## config.mk

```make
export PLATFORM = sky130hd
export DESIGN_NAME = utf8_string_validator_top
export DESIGN_NICKNAME = d
export VERILOG_FILES = /design/src/rtl/utf8v_pkg.sv /design/src/rtl/utf8_string_validator_top.sv
export SDC_FILE = /design/constraint.sdc
export NUM_CORES = 1
export LEC_CHECK = 0
export CORE_MARGIN = 2
export CORE_UTILIZATION = 63
export CTS_CLUSTER_DIAMETER = 30
export DETAILED_ROUTE_END_ITERATION = 12
export DONT_BUFFER_PORTS = 1
export PLACE_DENSITY = 0.79
export SYNTH_ARGS = -nofsm -noshare
export SYNTH_HDL_FRONTEND = slang
export SYNTH_SLANG_ARGS = --single-unit
```

## constraint.sdc

```tcl
create_clock -name clk -period 2.98 [get_ports clk]
set_clock_uncertainty 0.15 [all_clocks]
set_input_delay 0.596 -clock clk [delete_from_list [all_inputs] [get_ports clk]]
set_output_delay 0.596 -clock clk [all_outputs]
set_load 0.03 [all_outputs]
```

## src/rtl/utf8v_pkg.sv

```systemverilog
// ============================================================================
// utf8v_pkg : shared constants for the UTF-8 string validator
// Byte classes, continuation tag, terminator, code point bounds, sequence widths and decoder state.
// ============================================================================
package utf8v_pkg;

    // Lead byte classes
    localparam logic [7:0] ASCII_MAX  = 8'h7F;
    localparam logic [7:0] LEAD2_MIN  = 8'hC2;
    localparam logic [7:0] LEAD2_MAX  = 8'hDF;
    localparam logic [7:0] LEAD3_MIN  = 8'hE0;
    localparam logic [7:0] LEAD3_MAX  = 8'hEF;
    localparam logic [7:0] LEAD4_MIN  = 8'hF0;
    localparam logic [7:0] LEAD4_MAX  = 8'hF4;

    // Continuation byte form 10xxxxxx
    localparam logic [7:0] CONT_MASK  = 8'hC0;
    localparam logic [7:0] CONT_TAG   = 8'h80;

    // Terminator and count saturation
    localparam logic [7:0] NUL_BYTE   = 8'h00;
    localparam logic [7:0] COUNT_MAX  = 8'hFF;

    // Code point bounds
    localparam int         CP_W       = 21;
    localparam logic [CP_W-1:0] CP_MIN3  = 21'h000800;
    localparam logic [CP_W-1:0] CP_MIN4  = 21'h010000;
    localparam logic [CP_W-1:0] CP_MAX   = 21'h10FFFF;
    localparam logic [CP_W-1:0] SURR_MIN = 21'h00D800;
    localparam logic [CP_W-1:0] SURR_MAX = 21'h00DFFF;

    // Sequence widths
    localparam logic [2:0] SEQ_NONE   = 3'd0;
    localparam logic [2:0] SEQ_W1     = 3'd1;
    localparam logic [2:0] SEQ_W2     = 3'd2;
    localparam logic [2:0] SEQ_W3     = 3'd3;
    localparam logic [2:0] SEQ_W4     = 3'd4;

    // Decoder state carried between bytes of one string
    typedef struct packed {
        logic [1:0]      pending_count;
        logic [2:0]      sequence_width;
        logic [CP_W-1:0] partial_codepoint;
        logic [7:0]      byte_count;
        logic            error_seen;
    } dec_state_t;

endpackage

```

## src/rtl/utf8_string_validator_top.sv

```systemverilog
// ============================================================================
// utf8_string_validator_top : UTF-8 string validator, one byte per clock when not stalled
// Checks a NUL-terminated string for well-formed UTF-8 and a length limit,
// and gives one verdict with the text length once the last byte is processed.
// ============================================================================
// The block accepts one byte per clock while in_stall is low. Each accepted byte
// lands in an input register and is decoded from it against the
// running decoder state; the verdict for a string is loaded into the result
// register when its terminator is processed from the input register. Only
// a terminator can be held back: it waits in the input register while a
// previous verdict sits unconsumed in the result register, and in_stall
// rises until it moves.
// The limit register applies min(max_text_bytes, LENGTH_LIMIT - 1) text bytes.
module utf8_string_validator_top
    import utf8v_pkg::*;
#(
    parameter int LENGTH_LIMIT = 255
)
(
    input  logic       clk,
    input  logic       rst_n,
    // configuration
    input  logic       cfg_we,
    input  logic [7:0] cfg_wdata,
    // input channel
    input  logic       in_valid,
    output logic       in_stall,
    input  logic [7:0] text_byte,
    input  logic       last_byte,
    // output channel
    output logic       out_valid,
    input  logic       out_stall,
    output logic       is_valid,
    output logic [7:0] text_length
);

    localparam int LIMIT_W = $clog2(LENGTH_LIMIT);
    localparam int CMP_W   = (LIMIT_W > 8) ? LIMIT_W : 8;
    localparam logic [CMP_W-1:0] HARD_LIMIT = CMP_W'(LENGTH_LIMIT - 1);

    logic [7:0]      max_text_bytes_reg;
    logic            in_valid_reg;
    logic [7:0]      in_byte_reg;
    logic            in_last_reg;
    dec_state_t      state_reg, state_next;
    logic            out_valid_reg;
    logic            is_valid_reg, is_valid_next;
    logic [7:0]      text_length_reg;

    logic            out_free;
    logic            proc_fire;
    logic            in_take;
    logic [CMP_W-1:0] cfg_ext;
    logic [CMP_W-1:0] eff_limit;
    logic [CP_W-1:0] cp_new;

    // Decide when the held transaction can be processed
    assign out_free  = !out_valid_reg || !out_stall;
    assign proc_fire = in_valid_reg && (!in_last_reg || out_free);
    assign in_stall  = in_valid_reg && !proc_fire;
    assign in_take   = in_valid && !in_stall;

    // Clamp the configured limit to the hard bound
    assign cfg_ext   = CMP_W'(max_text_bytes_reg);
    assign eff_limit = (cfg_ext < HARD_LIMIT) ? cfg_ext : HARD_LIMIT;

    // Extend the code point with the continuation payload
    assign cp_new = {state_reg.partial_codepoint[CP_W-7:0], in_byte_reg[5:0]};

    // Write the limit register
    always_ff @(posedge clk or negedge rst_n)
    begin
        if (!rst_n)
            max_text_bytes_reg <= 8'd128;
        else if (cfg_we)
            max_text_bytes_reg <= cfg_wdata;
    end

    // Capture the input transaction
    always_ff @(posedge clk or negedge rst_n)
    begin
        if (!rst_n)
            in_valid_reg <= 1'b0;
        else if (in_take)
            in_valid_reg <= in_valid;
        else if (proc_fire)
            in_valid_reg <= 1'b0;
    end

    always_ff @(posedge clk)
    begin
        if (in_take)
        begin
            in_byte_reg <= text_byte;
            in_last_reg <= last_byte;
        end
    end

    // Decode one byte against the running state
    always_comb
    begin
        state_next    = state_reg;
        is_valid_next = 1'b0;
        if (in_last_reg)
        begin
            is_valid_next = !state_reg.error_seen && (in_byte_reg == NUL_BYTE)
                            && (state_reg.pending_count == 2'd0);
            state_next = '0;
        end
        else
        begin
            if (CMP_W'(state_reg.byte_count) >= eff_limit)
                state_next.error_seen = 1'b1;
            if (state_reg.byte_count != COUNT_MAX)
                state_next.byte_count = state_reg.byte_count + 8'd1;

            if (state_reg.pending_count != 2'd0)
            begin
                if ((in_byte_reg & CONT_MASK) != CONT_TAG)
                begin
                    // bad continuation: drop the sequence
                    state_next.error_seen    = 1'b1;
                    state_next.pending_count = 2'd0;
                end
                else
                begin
                    state_next.partial_codepoint = cp_new;
                    state_next.pending_count     = state_reg.pending_count - 2'd1;
                    if (state_reg.pending_count == 2'd1)
                    begin
                        if (((state_reg.sequence_width == SEQ_W3) && (cp_new < CP_MIN3))
                            || ((state_reg.sequence_width == SEQ_W4) && (cp_new < CP_MIN4))
                            || (cp_new > CP_MAX)
                            || ((cp_new >= SURR_MIN) && (cp_new <= SURR_MAX)))
                            state_next.error_seen = 1'b1;
                    end
                end
            end
            else if (in_byte_reg <= ASCII_MAX)
            begin
                if (in_byte_reg == NUL_BYTE)
                    state_next.error_seen = 1'b1;
                state_next.sequence_width    = SEQ_W1;
                state_next.partial_codepoint = CP_W'(in_byte_reg);
            end
            else if (in_byte_reg inside {[LEAD2_MIN:LEAD2_MAX]})
            begin
                state_next.partial_codepoint = CP_W'(in_byte_reg[4:0]);
                state_next.sequence_width    = SEQ_W2;
                state_next.pending_count     = 2'd1;
            end
            else if (in_byte_reg inside {[LEAD3_MIN:LEAD3_MAX]})
            begin
                state_next.partial_codepoint = CP_W'(in_byte_reg[3:0]);
                state_next.sequence_width    = SEQ_W3;
                state_next.pending_count     = 2'd2;
            end
            else if (in_byte_reg inside {[LEAD4_MIN:LEAD4_MAX]})
            begin
                state_next.partial_codepoint = CP_W'(in_byte_reg[2:0]);
                state_next.sequence_width    = SEQ_W4;
                state_next.pending_count     = 2'd3;
            end
            else
            begin
                state_next.error_seen = 1'b1;
            end
        end
    end

    // Advance the decoder state
    always_ff @(posedge clk or negedge rst_n)
    begin
        if (!rst_n)
            state_reg <= '0;
        else if (proc_fire)
            state_reg <= state_next;
    end

    // Hold the verdict until the consumer takes it
    always_ff @(posedge clk or negedge rst_n)
    begin
        if (!rst_n)
            out_valid_reg <= 1'b0;
        else if (proc_fire && in_last_reg)
            out_valid_reg <= 1'b1;
        else if (!out_stall)
            out_valid_reg <= 1'b0;
    end

    always_ff @(posedge clk)
    begin
        if (proc_fire && in_last_reg)
        begin
            is_valid_reg    <= is_valid_next;
            text_length_reg <= state_reg.byte_count;
        end
    end

    assign out_valid   = out_valid_reg;
    assign is_valid    = is_valid_reg;
    assign text_length = text_length_reg;

endmodule

```

---- Yosys cells after proc, flatten, opt, wreduce, memory -nomap -nowiden ----
Cells that the tools add are included.
word-level totals
  register bits after elaboration ......... 57
  input port bits ......................... 22
  output and inout port bits .............. 11
  word-level logic and storage cells ...... 99
cells by class
  muxes and demuxes ....................... 27
  eq/ne operators ......................... 9
  reductions and logical operators ........ 35
  $lt $le $gt $ge ......................... 14
  add/sub/neg operators ................... 2
operators by type and width
  kind                    count
  $mux W26                3
  $mux W21                2
  $mux W35                1
  $ge A8 B8 Y1 const B    3
  $le A8 B8 Y1 const B    3
  $mux W24                1
  $ge A21 B16 Y1 const B  1
  $gt A21 B21 Y1 const B  1
  $le A21 B16 Y1 const B  1
  $lt A21 B12 Y1 const B  1
  $lt A21 B17 Y1 const B  1
  $mux W8                 2
  $mux W1                 14
  $logic_and A1 B1 Y1     12
  $reduce_bool A5 Y1      2
  $reduce_and A3 Y1       3
  $add A8 B1 Y8 const B   1
  $ge A8 B8 Y1            1
  $le A8 B7 Y1 const B    1
  $logic_not A8 Y1        1
  $lt A8 B8 Y1 const B    1
  $ne A8 B8 Y1 const B    1
  $logic_not A1 Y1        6
  $mux W2                 3
  other kinds (13)        21

---- Depth between registers and ports, before layout ----
  word-level depth ........................ 10
  mapped depth ............................ 8
  depth with buffers taken out ............ 8

---- Worst setup path before layout ----
Ideal clock, no wire load.
  path type ............................... register to register
  start ................................... register in_byte_reg[5]
  end ..................................... register state_reg (netlist bit cp_new[12])
  cell stages (with the launch flop) ...... 7
  path buffers ............................ 1
  data required time ...................... 2.705 ns
  library setup time ...................... 0.125 ns
  period minus slack after synthesis ...... 2.317 ns
  slack ................................... 0.663 ns
  data arrival time ....................... 2.042 ns
  cells stage by stage .................... edfxtp_1 > or4_4 > o211ai_2 > nor2_2 > o31ai_4 > buf_6 > mux2_4
on the way
  cells in the longest elaborated chain, start to end .. 7
  elaborated cells between the ends (all ways) .. 17
  those cells by class .................... order compare (7); mux (5); reduce/logical (5)
RTL lines
  element                                              RTL line                          source
  from (decl)                                          utf8_string_validator_top.sv:43   logic [7:0] in_byte_reg;
  from (signal assigned)                               utf8_string_validator_top.sv:94   in_byte_reg <= text_byte;
  $ge A8 B8 Y1 / $le A8 B8 Y1 (equally long branches)  utf8_string_validator_top.sv:152  else if (in_byte_reg inside {[LEAD3_MIN:LEAD3_MAX]})
  $logic_and A1 B1 Y1                                  utf8_string_validator_top.sv:152
  $mux W26                                             utf8_string_validator_top.sv:152
  $mux W26                                             utf8_string_validator_top.sv:146  else if (in_byte_reg inside {[LEAD2_MIN:LEAD2_MAX]})
  $mux W24                                             utf8_string_validator_top.sv:139  else if (in_byte_reg <= ASCII_MAX)
  $mux W21                                             utf8_string_validator_top.sv:117  if (state_reg.pending_count != 2'd0)
  $mux W35                                             utf8_string_validator_top.sv:104  if (in_last_reg)
  to (signal assigned)                                 utf8_string_validator_top.sv:177  state_reg <= state_next;
  to (decl)                                            utf8_string_validator_top.sv:45   dec_state_t state_reg, state_next;
Several ways; a longest one is shown, not always the timed one.
A chain may end at the register's enable or synchronous reset.

---- Worst setup path in the final report ----
  start ................................... register in_byte_reg[5]
  end ..................................... register state_reg (netlist bit cp_new[11])
Same word-level chain as after synthesis.

==> results.json <==
{
  "port_buffers": 0,
  "p_clk_share_pct": 31.7,
  "track_usage_pct": 22.5,
  "combPwrFrac_pct": 18.2,
  "post_cts_resized": 0,
  "pre_cts_ws_ns": 0.570,
  "fp.dieH_um": 70.3,
  "grt_pass1_wl_mm": 8.50,
  "swShare_pct": 28.3,
  "dp_hpwl_mm": 3.56,
  "syn_area_per_cell_um2": 11.0,
  "multi_input_area_um2": 1160,
  "place_inst": 299,
  "finalWorstSetupSlack_ns": 0.568,
  "cts.sinks": 57,
  "clkLatencyLatePin_ns": 0.33,
  "fin_crit_sh_pct": 80.9,
  "ys_seq_area_share_pct": 54.8,
  "route.detailed.drc": 0,
  "cts_made_buffers": 9,
  "antenna_found_initial": 0,
  "synth_area_um2": 2770,
  "rsz0062_at_grt": "no",
  "max_freq_ghz": 0.415,
  "slew_headroom_pct": 66.1,
  "cts.root.buffer_cell": "clkbuf_8",
  "period_minus_slack_ns": 2.41,
  "wire_per_inst_um": 15.8,
  "h-tree-depth": 3,
  "leakage_nw": 1.31,
  "ant_nets": 0,
  "ioPinCount": 33,
  "postSynthCellCount": 252,
  "worst_r2r_path_depth": 5,
  "final_cells": 317,
  "grt_start_max_net_pins": 40,
  "regArea_um2": 1520,
  "grt_pass1_vias": 1781,
  "finalSetupViolations": 0,
  "syn2layout_area_growth_pct": 9.44,
  "fin_util_pct": 70.6,
  "slew_viol_final": 0,
  "report.power.total_mw": 2.02,
  "synth_top_flop_cell": "dfrtp_1",
  "worstPathArrival_ns": 2.47,
  "gp_congestion": 0.902,
  "power_switching_mw": 0.571,
  "ir_worst_vdd_uv": 423,
  "power.share.sequential_pct": 50.1,
  "synth_nets": 285,
  "first_iter_violations": 139,
  "antenna_cells": 0,
  "dpl_cell_area_um2": 2820,
  "p_int_mw": 1.45,
  "cp_slowest_cell": "or4_4",
  "die_area_um2": 4940,
  "die_w_um": 70.3,
  "placementRows": 24,
  "cpPeakStageDelay_ns": 0.57,
  "powerDensity_nw_per_um2": 667,
  "max-cap-violations": 0,
  "whs_ns": 0.178,
  "yosysUniqueCellTypes": 51,
  "hold-path-cell-count": 1,
  "start_util_pct": 64.5,
  "worstMarginPinSlew_ns": 0.507,
  "start_kind": "register",
  "endpoint_kind": "register",
  "clk_pin_slew_ns": 0.06,
  "synth_seq_cells": 57,
  "hold_violations": 0,
  "layout-drive-gt1-share_pct": 10.2,
  "async_flop_share_pct": 68.4,
  "first_pass_iters": 4,
  "layout.nets": 293,
  "ys_warn_count": 0,
  "viasPerCell": 6.05,
  "overflow": 0,
  "synth_edf_count": 18,
  "cts_hold_buffers": 2,
  "path_max_fanout": 9,
  "fill_cells": 312,
  "post_cts_buffers": 0,
  "cp.required_ns": 3.04,
  "tns_ns": 0,
  "cts_tree": "yes",
  "largest_reg_flops": 15,
  "vias": 1919,
  "worstPathCellList": "or4_4 -> o211ai_2 -> nor2_2 -> o31ai_4 -> mux2_2",
  "fin_area_um2": 3030,
  "cts_buffer_depth": 2,
  "core_um2": 4290,
  "hold_class": "input port to register",
  "routed_wl_mm": 5.01,
  "status": "completed",
  "critical_path_class": "register to register"
}
-- placed cells by master (no fill, tap or decap), types with 4 or more instances in the layout --
cell type	count
a21oi_1	12
nand3_1	4
nor3_1	4
inv_1	15
mux2_2	6
ha_1	11
a22o_1	9
clkbuf_1	5
edfxtp_1	18
clkbuf_8	10
nor2_1	15
o21ai_0	17
nor2b_1	7
xor2_1	5
nand2b_1	9
nand4_1	7
nand2_1	23
dfrtp_1	38
-- final timing paths --
| path | startpoint | slack [ns] | endpoint |
|---|---|---|---|
| max reg2reg | in_byte_reg[5]$_DFFE_PP_ | 0.57 | cp_new[11]$_DFFE_PN0P_ |
| max | in_byte_reg[5]$_DFFE_PP_ | 0.57 | cp_new[11]$_DFFE_PN0P_ |
| max in group asynchronous | rst_n | 1.84 | cfg_ext[7]$_DFFE_PN1P_ |
| min in group asynchronous | rst_n | 0.58 | cp_new[18]$_DFFE_PN0P_ |
| min reg2reg | cp_new[8]$_DFFE_PN0P_ | 0.35 | cp_new[14]$_DFFE_PN0P_ |
| min | cfg_we | 0.18 | cfg_ext[7]$_DFFE_PN1P_ |
-- critical path, delay by kind of cell (launching register included) --
family / cells / cell delay, ns
simple gates: 2 / 0.65
compound gates: 2 / 0.66
flops: 1 / 0.45
mux: 1 / 0.39
-- routing by layer --
metal / up-vias / wire [µm] / share of wire, % / track usage (%)
met5: - / 0 / 0 / 0
met1: 911 / 2400 / 48 / 33.2
met2: 65 / 2280 / 46 / 30.5
met4: 0 / 91 / 1.8 / 12.8
met3: 10 / 239 / 4.8 / 5.34
li1: 933 / - / - / -
-- synth_stat cells, drive strengths merged, types with 2 or more instances --
cell type	number	area share [%]
nand4	7	1.6
nand2b	9	2.0
clkbuf	6	0.81
nand3	4	0.72
o21a	2	0.54
mux2	7	3.0
o211ai	3	0.99
a22o	9	2.8
nor4	3	0.68
or3	3	0.68
xor2	5	1.6
dfrtp	38	34
and3	2	0.45
nor2	16	2.3
ha	11	5.0
nor4b	2	0.63
and2	3	0.68
nand2	23	3.1
edfxtp	18	20
a21oi	12	2.2
buf	2	0.54
o21ai	17	3.1
nor3	4	0.72
a32o	2	0.72
nor2b	7	1.6
inv	15	2.0
nor3b	2	0.54
-- power groups by stage --
| stage | clock network (mW) | registers [mW] | logic [mW] |
|---|---|---|---|
| 6_report | 0.642 | 1.01 | 0.368 |
| 5_1_grt | 0.700 | 1.03 | 0.416 |
| 4_1_cts | 0.662 | 1.01 | 0.367 |
| 3_5_place_dp | 0 | 1.02 | 0.348 |
| 3_3_place_gp | 0 | 1.02 | 0.339 |
| 2_1_floorplan | 0 | 0.996 | 0.294 |
-- area by class of cell --
class / instances / area share [%]
Clock buffer: 16 / 5.98
Timing Repair Buffer: 5 / 1.73
Tap cell: 52 / 2.15
Inverter: 15 / 1.86
Sequential cell: 57 / 50.1
Multi-Input combinational cell: 172 / 38.2
-- kinds of logic (layout without fill, tap and decap cells) --
| kind of cell | count (synthesis) | count (layout) | synth area share [%] |
|---|---|---|---|
| AO/OA/AOI/OAI | 56 | 56 | 14.1 |
| flip-flops | 57 | 57 | 54.8 |
| buffers and inverters | 23 | 36 | 3.39 |
| AND/OR/NAND/NOR | 91 | 91 | 17.5 |
| XOR/XNOR | 6 | 6 | 1.90 |
| multiplexers | 8 | 8 | 3.34 |
| adder cells (fa/ha/maj) | 11 | 11 | 4.97 |
Note: power is estimated with default switching activity, not from simulation.
